<file path="config.mk">
export PLATFORM = sky130hd
export DESIGN_NAME = vole_cpu_step
export DESIGN_NICKNAME = d
export VERILOG_FILES = /design/src/design/vole_pkg.sv /design/src/design/vole_ram.sv /design/src/design/vole_useq.sv /design/src/design/vole_cpu_step.sv
export SDC_FILE = /design/constraint.sdc
export NUM_CORES = 2
export LEC_CHECK = 0
export BUFFER_PORTS_ARGS = -buffer_cell sky130_fd_sc_hd__clkbuf_2
export CAP_MARGIN = 25
export CORE_ASPECT_RATIO = 0.7
export CORE_UTILIZATION = 40
export CTS_CLUSTER_DIAMETER = 30
export CTS_CLUSTER_SIZE = 12
export DETAILED_ROUTE_END_ITERATION = 10
export PLACE_DENSITY = 0.61
export REMOVE_ABC_BUFFERS = 1
export SLEW_MARGIN = 20
export SYNTH_ARGS = -nofsm -noshare
export SYNTH_HDL_FRONTEND = slang
export SYNTH_SLANG_ARGS = --single-unit
</file>
<file path="constraint.sdc">
create_clock -name clk -period 26.7 [get_ports clk]
set_clock_uncertainty 0.2 [all_clocks]
set_input_delay 5.34 -clock clk [delete_from_list [all_inputs] [get_ports clk]]
set_output_delay 5.34 -clock clk [all_outputs]
set_load 0.02 [all_outputs]
</file>
<file path="src/design/vole_pkg.sv">
`timescale 1ns / 1ps
`default_nettype none

package vole_pkg;

  localparam int MEM_DEPTH = 256;
  localparam int NUM_REGS  = 16;
  localparam int MEM_AW    = $clog2(MEM_DEPTH);
  localparam int REG_AW    = $clog2(NUM_REGS);
  localparam int UPC_W     = 5;
  localparam int FSUM_W    = 13;   // signed sum of two float magnitudes in 2^-8 units

  // item kinds
  localparam logic [2:0] KIND_WRITE    = 3'd0;
  localparam logic [2:0] KIND_EXEC     = 3'd1;
  localparam logic [2:0] KIND_RESTART  = 3'd2;
  localparam logic [2:0] KIND_READ_MEM = 3'd3;
  localparam logic [2:0] KIND_READ_REG = 3'd4;

  // opcodes
  localparam logic [3:0] OP_LOAD  = 4'h1;
  localparam logic [3:0] OP_LOADI = 4'h2;
  localparam logic [3:0] OP_STORE = 4'h3;
  localparam logic [3:0] OP_MOVE  = 4'h4;
  localparam logic [3:0] OP_ADD   = 4'h5;
  localparam logic [3:0] OP_FADD  = 4'h6;
  localparam logic [3:0] OP_JEQ   = 4'hB;
  localparam logic [3:0] OP_HALT  = 4'hC;

  typedef enum logic [1:0] {ST_OK, ST_HALT_OP, ST_OFF, ST_HALTED} status_t;
  typedef enum logic [1:0] {AS_PC, AS_PC1, AS_XY, AS_IN} addr_sel_t;
  typedef enum logic [2:0] {RS_R, RS_S, RS_T, RS_ZERO, RS_IN} rsel_t;
  typedef enum logic [2:0] {WS_MEM, WS_XY, WS_REG, WS_ADD, WS_FNORM} wsrc_t;
  typedef enum logic [1:0] {PC_HOLD, PC_INC2, PC_XY, PC_START} pc_op_t;
  typedef enum logic [1:0] {HO_HOLD, HO_SET, HO_CLR} halt_op_t;
  typedef enum logic [1:0] {RD_NONE, RD_MEM, RD_REG} rd_src_t;
  typedef enum logic [2:0] {J_NEXT, J_GOTO, J_CHECK, J_EQ, J_DISPATCH, J_END} jmp_t;

  // one microcode word
  typedef struct packed {
    addr_sel_t         addr_sel;
    logic              mem_we;
    logic              wdata_reg;   // store register operand instead of item data
    logic              ir_hi_ld;
    logic              ir_lo_ld;
    rsel_t             rsel;
    logic              a_ld;
    logic              fsum_ld;
    logic              reg_we;
    logic              wdst_t;      // write register T instead of R
    wsrc_t             wsrc;
    pc_op_t            pc_op;
    halt_op_t          halt_op;
    rd_src_t           rd_src;
    status_t           status;
    jmp_t              jmp;
    logic [UPC_W-1:0]  target;
  } ctl_t;

  // datapath conditions seen by the sequencer
  typedef struct packed {
    logic       halted;
    logic       fetch_off;
    logic       eq;
    logic [3:0] op;
  } cond_t;

  // microprogram addresses
  localparam logic [UPC_W-1:0] U_WR     = UPC_W'(0);
  localparam logic [UPC_W-1:0] U_EX0    = UPC_W'(1);
  localparam logic [UPC_W-1:0] U_EX1    = UPC_W'(2);
  localparam logic [UPC_W-1:0] U_EX2    = UPC_W'(3);
  localparam logic [UPC_W-1:0] U_HALTED = UPC_W'(4);
  localparam logic [UPC_W-1:0] U_OFF    = UPC_W'(5);   // must follow U_HALTED
  localparam logic [UPC_W-1:0] U_HLT    = UPC_W'(6);
  localparam logic [UPC_W-1:0] U_LD0    = UPC_W'(7);
  localparam logic [UPC_W-1:0] U_LD1    = UPC_W'(8);
  localparam logic [UPC_W-1:0] U_FIN    = UPC_W'(9);
  localparam logic [UPC_W-1:0] U_LDI    = UPC_W'(10);
  localparam logic [UPC_W-1:0] U_ST     = UPC_W'(11);
  localparam logic [UPC_W-1:0] U_MV     = UPC_W'(12);
  localparam logic [UPC_W-1:0] U_ADD0   = UPC_W'(13);
  localparam logic [UPC_W-1:0] U_ADD1   = UPC_W'(14);
  localparam logic [UPC_W-1:0] U_FA0    = UPC_W'(15);
  localparam logic [UPC_W-1:0] U_FA1    = UPC_W'(16);
  localparam logic [UPC_W-1:0] U_FA2    = UPC_W'(17);
  localparam logic [UPC_W-1:0] U_JB0    = UPC_W'(18);
  localparam logic [UPC_W-1:0] U_JB1    = UPC_W'(19);
  localparam logic [UPC_W-1:0] U_JBN    = UPC_W'(20);
  localparam logic [UPC_W-1:0] U_JMP    = UPC_W'(21);
  localparam logic [UPC_W-1:0] U_RST    = UPC_W'(22);
  localparam logic [UPC_W-1:0] U_RM0    = UPC_W'(23);
  localparam logic [UPC_W-1:0] U_RM1    = UPC_W'(24);
  localparam logic [UPC_W-1:0] U_RR     = UPC_W'(25);
  localparam logic [UPC_W-1:0] U_NOP    = UPC_W'(26);

  // microcode ROM
  function automatic ctl_t ucode(input logic [UPC_W-1:0] a);
    ctl_t c;
    c = '0;
    c.jmp = J_END;
    unique case (a)
      U_WR:     begin c.addr_sel = AS_IN; c.mem_we = 1'b1; end
      U_EX0:    begin c.addr_sel = AS_PC; c.jmp = J_CHECK; c.target = U_HALTED; end
      U_EX1:    begin c.addr_sel = AS_PC1; c.ir_hi_ld = 1'b1; c.jmp = J_NEXT; end
      U_EX2:    begin c.ir_lo_ld = 1'b1; c.jmp = J_DISPATCH; end
      U_HALTED: begin c.status = ST_HALTED; end
      U_OFF:    begin c.halt_op = HO_SET; c.status = ST_OFF; end
      U_HLT:    begin c.halt_op = HO_SET; c.status = ST_HALT_OP; end
      U_LD0:    begin c.addr_sel = AS_XY; c.jmp = J_NEXT; end
      U_LD1:    begin
        c.reg_we = 1'b1; c.wsrc = WS_MEM; c.jmp = J_GOTO; c.target = U_FIN;
      end
      U_FIN:    begin c.pc_op = PC_INC2; end
      U_LDI:    begin
        c.reg_we = 1'b1; c.wsrc = WS_XY; c.jmp = J_GOTO; c.target = U_FIN;
      end
      U_ST:     begin
        c.rsel = RS_R; c.addr_sel = AS_XY; c.mem_we = 1'b1; c.wdata_reg = 1'b1;
        c.jmp = J_GOTO; c.target = U_FIN;
      end
      U_MV:     begin
        c.rsel = RS_S; c.reg_we = 1'b1; c.wsrc = WS_REG; c.wdst_t = 1'b1;
        c.jmp = J_GOTO; c.target = U_FIN;
      end
      U_ADD0:   begin c.rsel = RS_S; c.a_ld = 1'b1; c.jmp = J_NEXT; end
      U_ADD1:   begin
        c.rsel = RS_T; c.reg_we = 1'b1; c.wsrc = WS_ADD; c.jmp = J_GOTO; c.target = U_FIN;
      end
      U_FA0:    begin c.rsel = RS_S; c.a_ld = 1'b1; c.jmp = J_NEXT; end
      U_FA1:    begin c.rsel = RS_T; c.fsum_ld = 1'b1; c.jmp = J_NEXT; end
      U_FA2:    begin
        c.reg_we = 1'b1; c.wsrc = WS_FNORM; c.jmp = J_GOTO; c.target = U_FIN;
      end
      U_JB0:    begin c.rsel = RS_ZERO; c.a_ld = 1'b1; c.jmp = J_NEXT; end
      U_JB1:    begin c.rsel = RS_R; c.jmp = J_EQ; c.target = U_JMP; end
      U_JBN:    begin c.pc_op = PC_INC2; end
      U_JMP:    begin c.pc_op = PC_XY; end
      U_RST:    begin c.pc_op = PC_START; c.halt_op = HO_CLR; end
      U_RM0:    begin c.addr_sel = AS_IN; c.jmp = J_NEXT; end
      U_RM1:    begin c.rd_src = RD_MEM; end
      U_RR:     begin c.rsel = RS_IN; c.rd_src = RD_REG; end
      default:  ;
    endcase
    return c;
  endfunction

  function automatic logic [UPC_W-1:0] kind_entry(input logic [2:0] kind);
    logic [UPC_W-1:0] u;
    unique case (kind)
      KIND_WRITE:    u = U_WR;
      KIND_EXEC:     u = U_EX0;
      KIND_RESTART:  u = U_RST;
      KIND_READ_MEM: u = U_RM0;
      KIND_READ_REG: u = U_RR;
      default:       u = U_NOP;
    endcase
    return u;
  endfunction

  function automatic logic [UPC_W-1:0] op_entry(input logic [3:0] op);
    logic [UPC_W-1:0] u;
    unique case (op)
      OP_LOAD:  u = U_LD0;
      OP_LOADI: u = U_LDI;
      OP_STORE: u = U_ST;
      OP_MOVE:  u = U_MV;
      OP_ADD:   u = U_ADD0;
      OP_FADD:  u = U_FA0;
      OP_JEQ:   u = U_JB0;
      OP_HALT:  u = U_HLT;
      default:  u = U_FIN;
    endcase
    return u;
  endfunction

  // float byte to signed value in 2^-8 units
  function automatic logic signed [FSUM_W-1:0] fvalue(input logic [7:0] f);
    logic [FSUM_W-1:0] mag;
    mag = FSUM_W'(f[3:0]) << f[6:4];
    return f[7] ? -$signed(mag) : $signed(mag);
  endfunction

  // normalize, truncate, saturate
  function automatic logic [7:0] fnorm(input logic signed [FSUM_W-1:0] s);
    logic [FSUM_W-1:0] mag;
    logic [FSUM_W-1:0] m;
    logic [2:0]        e;
    logic [3:0]        m4;
    mag = s[FSUM_W-1] ? $unsigned(-s) : $unsigned(s);
    e = 3'd0;
    // shifted magnitude is monotone, so exponent = number of shifts still above 15
    for (int i = 0; i < 7; i++) begin
      if ((mag >> i) > FSUM_W'(15)) e = e + 3'd1;
    end
    m  = mag >> e;
    m4 = (m > FSUM_W'(15)) ? 4'hF : m[3:0];
    if (mag == '0) return 8'h00;
    return {s[FSUM_W-1], e, m4};
  endfunction

endpackage

`default_nettype wire

</file>
<file path="src/design/vole_ram.sv">
`timescale 1ns / 1ps
`default_nettype none

module vole_ram #(
  parameter int WIDTH = 8,
  parameter int DEPTH = 256
) (
  input  wire logic                     clk,
  input  wire logic                     we,
  input  wire logic [$clog2(DEPTH)-1:0] addr,
  input  wire logic [WIDTH-1:0]         wdata,
  output      logic [WIDTH-1:0]         rdata
);

  logic [WIDTH-1:0] mem [DEPTH];

  always_ff @(posedge clk) begin
    if (we) begin
      mem[addr] <= wdata;
    end
    rdata <= mem[addr];
  end

endmodule

`default_nettype wire

</file>
<file path="src/design/vole_useq.sv">
`timescale 1ns / 1ps
`default_nettype none

module vole_useq import vole_pkg::*; (
  input  wire logic       clk,
  input  wire logic       rst_n,
  input  wire logic       launch,
  input  wire logic [2:0] kind,
  input  wire cond_t      cond,
  output      ctl_t       ctl,
  output      logic       running,
  output      logic       done
);

  logic [UPC_W-1:0] upc_r, upc_nxt;
  logic             run_r, run_nxt;

  always_ff @(posedge clk) begin
    if (!rst_n) begin
      upc_r <= '0;
      run_r <= 1'b0;
    end else begin
      upc_r <= upc_nxt;
      run_r <= run_nxt;
    end
  end

  always_comb begin
    ctl     = run_r ? ucode(upc_r) : '0;
    running = run_r;
    done    = run_r && (ctl.jmp == J_END);
    upc_nxt = upc_r;
    run_nxt = run_r;
    if (launch) begin
      upc_nxt = kind_entry(kind);
      run_nxt = 1'b1;
    end else if (run_r) begin
      unique case (ctl.jmp)
        J_NEXT:     upc_nxt = upc_r + UPC_W'(1);
        J_GOTO:     upc_nxt = ctl.target;
        J_CHECK: begin
          if (cond.halted)         upc_nxt = ctl.target;
          else if (cond.fetch_off) upc_nxt = ctl.target + UPC_W'(1);
          else                     upc_nxt = upc_r + UPC_W'(1);
        end
        J_EQ:       upc_nxt = cond.eq ? ctl.target : upc_r + UPC_W'(1);
        J_DISPATCH: upc_nxt = op_entry(cond.op);
        default:    run_nxt = 1'b0;
      endcase
    end
  end

endmodule

`default_nettype wire

</file>
<file path="src/design/vole_cpu_step.sv">
`timescale 1ns / 1ps
`default_nettype none

// Small 8-bit textbook CPU, one command item at a time.
// Input: drive in_kind/in_address/in_data with start; the item is taken on a
// clock edge where start is high and busy is low. Kinds: write memory byte,
// execute one instruction, restart at the start address, read memory byte,
// read register.
// Output: one result per item, shown for exactly one cycle with out_valid.
// out_pc, out_halted and out_instruction give machine state after the item.
// There is no back-pressure on results; the next item may be issued in the
// cycle that out_valid is high.
// Timing: a microcoded sequencer runs each item over a single-port byte RAM
// (one access per cycle, registered read). Execute fetches both instruction
// bytes, unless halted or at the end of memory, then runs the instruction;
// float add is the longest execute case.
// Configuration: cfg_valid writes cfg_data, the start address (cfg_ready is
// always high); user must do so only while no item is in flight, unenforced.
// Reset: synchronous, active low. Afterwards the block sweeps all MEM_DEPTH
// (256) bytes of memory to zero, one byte per cycle, with busy high.
module vole_cpu_step import vole_pkg::*; (
  input  wire logic        clk,
  input  wire logic        rst_n,
  // command channel
  input  wire logic        start,
  output      logic        busy,
  input  wire logic [2:0]  in_kind,
  input  wire logic [7:0]  in_address,
  input  wire logic [7:0]  in_data,
  // result channel
  output      logic        out_valid,
  output      logic [7:0]  out_pc,
  output      logic        out_halted,
  output      logic [15:0] out_instruction,
  output      logic [7:0]  out_read_data,
  output      logic [1:0]  out_status,
  // start address register
  input  wire logic        cfg_valid,
  output      logic        cfg_ready,
  input  wire logic [7:0]  cfg_data
);

  // sequencer
  ctl_t  ctl;
  cond_t cond;
  logic  running, done, accept;

  // clear sweep
  logic              clr_r, clr_nxt;
  logic [MEM_AW-1:0] clr_cnt_r, clr_cnt_nxt;

  // machine state
  logic [7:0]  pc_r, pc_nxt;
  logic        halt_r, halt_nxt;
  logic [15:0] ir_r, ir_nxt;
  logic [7:0]  start_r, start_nxt;
  logic [7:0]  rf_r [NUM_REGS];

  // item and scratch
  logic [7:0]               in_addr_r, in_addr_nxt;
  logic [7:0]               in_data_r, in_data_nxt;
  logic [7:0]               a_r, a_nxt;
  logic signed [FSUM_W-1:0] fsum_r, fsum_nxt;
  logic [7:0]               rd_r, rd_nxt;
  status_t                  status_r, status_nxt;
  logic                     valid_r, valid_nxt;
  logic                     mem_ok_r;

  // datapath nets
  logic [7:0]        mem_addr;
  logic              mem_in_range;
  logic [MEM_AW-1:0] ram_addr;
  logic              ram_we;
  logic [7:0]        ram_wdata, ram_q, mem_rd;
  logic [REG_AW-1:0] ridx, widx;
  logic [7:0]        reg_rdata, reg_wdata;
  logic              over;

  assign busy      = clr_r | running;
  assign accept    = start & ~busy;
  assign cfg_ready = 1'b1;

  assign cond.halted    = halt_r;
  assign cond.fetch_off = ({1'b0, pc_r} + 9'd1) >= 9'(MEM_DEPTH);
  assign cond.eq        = (reg_rdata == a_r);
  assign cond.op        = ir_r[15:12];

  vole_useq u_useq (
    .clk     (clk),
    .rst_n   (rst_n),
    .launch  (accept),
    .kind    (in_kind),
    .cond    (cond),
    .ctl     (ctl),
    .running (running),
    .done    (done)
  );

  // memory address and write port; the clear sweep owns the RAM after reset
  always_comb begin
    unique case (ctl.addr_sel)
      AS_PC:   mem_addr = pc_r;
      AS_PC1:  mem_addr = pc_r + 8'd1;
      AS_XY:   mem_addr = ir_r[7:0];
      AS_IN:   mem_addr = in_addr_r;
      default: mem_addr = pc_r;
    endcase
  end

  assign mem_in_range = {1'b0, mem_addr} < 9'(MEM_DEPTH);
  assign ram_addr  = clr_r ? clr_cnt_r : mem_addr[MEM_AW-1:0];
  assign ram_we    = clr_r | (ctl.mem_we & mem_in_range);
  assign ram_wdata = clr_r ? 8'h00 : (ctl.wdata_reg ? reg_rdata : in_data_r);
  // out-of-range reads give zero
  assign mem_rd    = mem_ok_r ? ram_q : 8'h00;

  vole_ram #(.WIDTH(8), .DEPTH(MEM_DEPTH)) u_mem (
    .clk   (clk),
    .we    (ram_we),
    .addr  (ram_addr),
    .wdata (ram_wdata),
    .rdata (ram_q)
  );

  // register file: one read port, one write port
  always_comb begin
    unique case (ctl.rsel)
      RS_R:    ridx = ir_r[11:8];
      RS_S:    ridx = ir_r[7:4];
      RS_T:    ridx = ir_r[3:0];
      RS_ZERO: ridx = '0;
      RS_IN:   ridx = in_addr_r[REG_AW-1:0];
      default: ridx = '0;
    endcase
  end

  assign reg_rdata = rf_r[ridx];
  assign widx      = ctl.wdst_t ? ir_r[3:0] : ir_r[11:8];

  always_comb begin
    unique case (ctl.wsrc)
      WS_MEM:   reg_wdata = mem_rd;
      WS_XY:    reg_wdata = ir_r[7:0];
      WS_REG:   reg_wdata = reg_rdata;
      WS_ADD:   reg_wdata = a_r + reg_rdata;   // wraps mod 256
      WS_FNORM: reg_wdata = fnorm(fsum_r);
      default:  reg_wdata = reg_rdata;
    endcase
  end

  // pc+2 past the end of memory halts after a non-jumping instruction
  assign over = ({1'b0, pc_r} + 9'd2) >= 9'(MEM_DEPTH);

  always_comb begin
    clr_nxt     = clr_r;
    clr_cnt_nxt = clr_cnt_r;
    pc_nxt      = pc_r;
    halt_nxt    = halt_r;
    ir_nxt      = ir_r;
    start_nxt   = start_r;
    in_addr_nxt = in_addr_r;
    in_data_nxt = in_data_r;
    a_nxt       = a_r;
    fsum_nxt    = fsum_r;
    rd_nxt      = rd_r;
    status_nxt  = status_r;
    valid_nxt   = done;

    if (clr_r) begin
      clr_cnt_nxt = clr_cnt_r + MEM_AW'(1);
      if (clr_cnt_r == MEM_AW'(MEM_DEPTH - 1)) clr_nxt = 1'b0;
    end

    if (cfg_valid && cfg_ready) start_nxt = cfg_data;

    if (accept) begin
      in_addr_nxt = in_address;
      in_data_nxt = in_data;
      rd_nxt      = 8'h00;
    end

    if (ctl.ir_hi_ld) ir_nxt[15:8] = mem_rd;
    if (ctl.ir_lo_ld) ir_nxt[7:0]  = mem_rd;
    if (ctl.a_ld)     a_nxt        = reg_rdata;
    if (ctl.fsum_ld)  fsum_nxt     = fvalue(a_r) + fvalue(reg_rdata);

    case (ctl.rd_src)
      RD_MEM:  rd_nxt = mem_rd;
      RD_REG:  rd_nxt = reg_rdata;
      default: ;
    endcase

    case (ctl.pc_op)
      PC_INC2:  pc_nxt = pc_r + 8'd2;
      PC_XY:    pc_nxt = ir_r[7:0];
      PC_START: pc_nxt = start_r;
      default:  ;
    endcase

    case (ctl.halt_op)
      HO_SET:  halt_nxt = 1'b1;
      HO_CLR:  halt_nxt = 1'b0;
      default: ;
    endcase

    if (done) begin
      status_nxt = ctl.status;
      if (ctl.pc_op == PC_INC2 && over) begin
        halt_nxt   = 1'b1;
        status_nxt = ST_OFF;
      end
    end
  end

  always_ff @(posedge clk) begin
    if (!rst_n) begin
      clr_r     <= 1'b1;
      clr_cnt_r <= '0;
      pc_r      <= '0;
      halt_r    <= 1'b0;
      ir_r      <= '0;
      start_r   <= '0;
      rd_r      <= '0;
      status_r  <= ST_OK;
      valid_r   <= 1'b0;
      for (int i = 0; i < NUM_REGS; i++) rf_r[i] <= '0;
    end else begin
      clr_r     <= clr_nxt;
      clr_cnt_r <= clr_cnt_nxt;
      pc_r      <= pc_nxt;
      halt_r    <= halt_nxt;
      ir_r      <= ir_nxt;
      start_r   <= start_nxt;
      rd_r      <= rd_nxt;
      status_r  <= status_nxt;
      valid_r   <= valid_nxt;
      if (ctl.reg_we) rf_r[widx] <= reg_wdata;
    end
  end

  // scratch, no reset needed
  always_ff @(posedge clk) begin
    in_addr_r <= in_addr_nxt;
    in_data_r <= in_data_nxt;
    a_r       <= a_nxt;
    fsum_r    <= fsum_nxt;
    mem_ok_r  <= mem_in_range;
  end

  assign out_valid       = valid_r;
  assign out_pc          = pc_r;
  assign out_halted      = halt_r;
  assign out_instruction = ir_r;
  assign out_read_data   = rd_r;
  assign out_status      = status_r;

endmodule

`default_nettype wire

</file>
==> flow_summary.ini <==
[worst_setup_path]
crit_family = buffers and inverters
end_kind = flip-flop
crit_chain = buf_4 -> clkinv_1 -> nor2_1 -> nand2_1 -> a211oi_1 -> o31a_2 -> buf_12 -> buf_4 -> buf_4 -> buf_12 -> buf_4 -> mux4_2 -> mux2i_1 -> o32ai_1 -> a2111oi_0 -> nand4_1 -> or3_1
cpMostUsedCell = buf_4
crit_type = flip-flop to flip-flop
cp_slowest_stage_delay_ns = 0.89
arrival_ns = 9.69
cp.required_ns = 27.25
path_max_fanout = 84
cp-startpoint = u_useq.running
cp_slowest_cell = nor2_1
critical_path_buf_inv_count = 7
cp-start-kind = flip-flop
reg2reg_from = u_useq.running

[clocking]
postCtsSetupBuffers = 0
path_clk_slew_ns = 0.06
insertion_delay_ns = 0.86
cts.sinks = 2285
cts_resized = 0
cts_tree = yes
numCtsBuffers = 351
cts-root-to-sink-buffers = 4
cts_hold_buffers = 0
h-tree-depth = 5
root_buffer = clkbuf_16

[synth]
seq_area_frac_synth_pct = 72.1
ys_async_sr_fraction_pct = 0
yosys_warnings = 0
syn_area_per_cell_sq_um = 17.8
yosysUniqueCellTypes = 100
ys_ff_latch = 2285
synthesis.area_sq_um = 94200
synth_edf_count = 2213
netlist_instances = 5294
ys.flop_type = edfxtp_1

[power]
peakVddDrop_v = 0.0000545
pwr_density_cell_nw_per_um2 = 79.5
p_leak_nw = 30.7

[grt]
grt_usage_pct = 22.0
grt_pass1_wl_mm = 378
gr-total-overflow = 0
grt_antenna_before_repair = 11
grt_pass1_vias = 51200
grt_max_degree = 209

[timing]
timing.fmax_mhz = 109
fin_ws_ns = 17.56
slew_viol_final = 0
timing.final.crit_share_pct = 34.2
fin_tns_setup_ns = 0
min_period_ns = 9.14
hold_viol = 0
tightest_slew_ns = 1.23
hold_slack_ns = 0.273
slew_headroom_pct = 17.9
rsz0062_at_grt = no
finalSetupViolations = 0

[min_path]
holdCritStartpoint = start_r[5]
hp-class = flip-flop to flip-flop

[cells_and_area]
instances_no_fill = 8895
syn_to_final_growth_pct = 17.0
nets = 5603
fin_util_pct = 47.2
final_common_cell = edfxtp_1
drive_gt1_share_pct = 24.0
layout_common_cells = edfxtp_1 (2213), mux4_2 (557), nor2_1 (493), nand2_1 (416), clkbuf_16 (355)

[place]
dp_hpwl_mm = 161
dp_cells = 8250
place_congestion = 0.956
io_buffers = 67
dp_slack_ns = 17.57

[die]
fp-row-count = 148
die_area_sq_um = 237000
initial_core_util_pct = 40.4
ioPinCount = 69
coreArea_sq_um = 233000
die_w_um = 582
chipHeight_um = 408

[outcome]
status = completed

[drt]
drc = 0
via_per_inst = 5.94
dr.pass1.iters = 8
vias = 52900
drt_iter0_markers = 7133
totalWireLength_mm = 264
ant_nets = 0
wl_per_cell_um = 29.7

[job]
drv_cap = 0
==> cell type report <==
| class | count | area [sq um] |
|---|---|---|
| clock inverters | 252 | 2750 |
| clock buffers | 386 | 9020 |
| multi-input cells | 2646 | 24900 |
| flip-flops and latches | 2285 | 67900 |
| well taps | 3075 | 3850 |
| diodes | 4 | 10.0 |
| repair buffers | 200 | 1540 |
| fillers | 19200 | 123000 |
| inverters | 47 | 176 |
==> metal layers <==
| metal | vias to the layer above | global-route usage [%] | wire [um] |
|---|---|---|---|
| li1 | 21800 | - | - |
| met1 | 27800 | 33.4 | 115000 |
| met2 | 2806 | 29.6 | 110000 |
| met3 | 432 | 7.93 | 33100 |
| met4 | 4 | 5.90 | 6570 |
| met5 | - | 0 | 21 |
==> flip-flops by register name, summed over array words and instances, names as in the netlist, named ones only <==
name	flops
out_instruction	16
clr_r	1
u_useq.running	1
a_r	8
out_pc	8
fsum_r	13
u_mem.rdata	8
out_halted	1
out_valid	1
out_read_data	8
start_r	8
u_mem.mem	2048
rf_r	128
u_useq.upc_r	5
in_addr_r	8
clr_cnt_r	8
out_status	2
in_data_r	8
==> worst register-to-register path, cell delays in order (launching register included) <==
cell       delay (ns)
dfxtp_1          0.31
buf_4            0.29
clkinv_1         0.36
nor2_1           0.89
nand2_1          0.33
a211oi_1         0.40
o31a_2           0.22
buf_12           0.41
buf_4            0.73
buf_4            0.63
buf_12           0.60
buf_4            0.90
mux4_2           0.61
mux2i_1          0.66
o32ai_1          0.15
a2111oi_0        0.80
nand4_1          0.15
or3_1            0.39
==> stage by stage <==
step           area [sq um]  power [mW]
2_1_floorplan         92700        4.31
3_3_place_gp          98200        4.25
3_5_place_dp          98300        4.26
4_1_cts              110000        8.79
5_1_grt              110000        8.95
6_report             110000        8.75
==> cells in the mapped netlist, types with 9 or more instances <==
master | count | area, sq um
nand2_1 | 416 | 1560
o22ai_1 | 13 | 81.3
o31a_1 | 9 | 78.8
or3_1 | 14 | 87.6
clkbuf_1 | 175 | 657
buf_4 | 44 | 330
inv_1 | 44 | 165
xor2_1 | 26 | 228
a311oi_1 | 24 | 210
mux2_2 | 11 | 124
edfxtp_1 | 2213 | 66500
o21ai_0 | 70 | 350
nor2_1 | 497 | 1870
dfxtp_1 | 72 | 1440
buf_1 | 31 | 116
nand3_1 | 117 | 586
o31ai_1 | 11 | 82.6
o21ai_1 | 9 | 45.0
nor3_1 | 78 | 390
nor4_1 | 18 | 113
o21a_1 | 10 | 75.1
a211oi_1 | 41 | 308
xnor2_1 | 43 | 377
nand4_1 | 49 | 307
a221oi_1 | 10 | 87.6
a21oi_1 | 73 | 365
ha_1 | 39 | 488
nand2b_1 | 29 | 181
mux4_2 | 557 | 12500
and3_1 | 54 | 338
nor2b_1 | 54 | 338
a31oi_1 | 21 | 131
o211ai_1 | 24 | 180
mux2i_1 | 158 | 1580
buf_2 | 63 | 315
==> report_power, final <==
part | leakage (nW) | internal [mW] | total (mW) | switching, mW
sequential | 16.6 | 3.89 | 3.91 | 0.0177
combinational | 8.53 | 0.0921 | 0.274 | 0.181
clock | 5.61 | 2.87 | 4.57 | 1.70
==> logic make-up after synthesis <==
group | count (synthesis) | share of synthesized area [%]
other | 1 | 0.00398
xor gates and xnor gates | 71 | 0.688
DFF | 2285 | 72.1
AOI/OAI and AO/OA | 434 | 3.29
adders and majority gates | 41 | 0.561
buffers and inverters | 363 | 1.72
muxes | 727 | 15.1
and+or+nand+nor | 1372 | 6.50
==> path summary, 6_finish.rpt <==
path                                  endpoint  depth (start not counted)  slack (ns)
worst max-delay path            u_mem.rdata[2]                         17       17.56
worst min-delay path                 out_pc[5]                          2        0.27
worst max register to register  u_mem.rdata[2]                         17       17.56
worst min register to register       out_pc[5]                          2        0.27
Power figures use the tool's default switching activity.
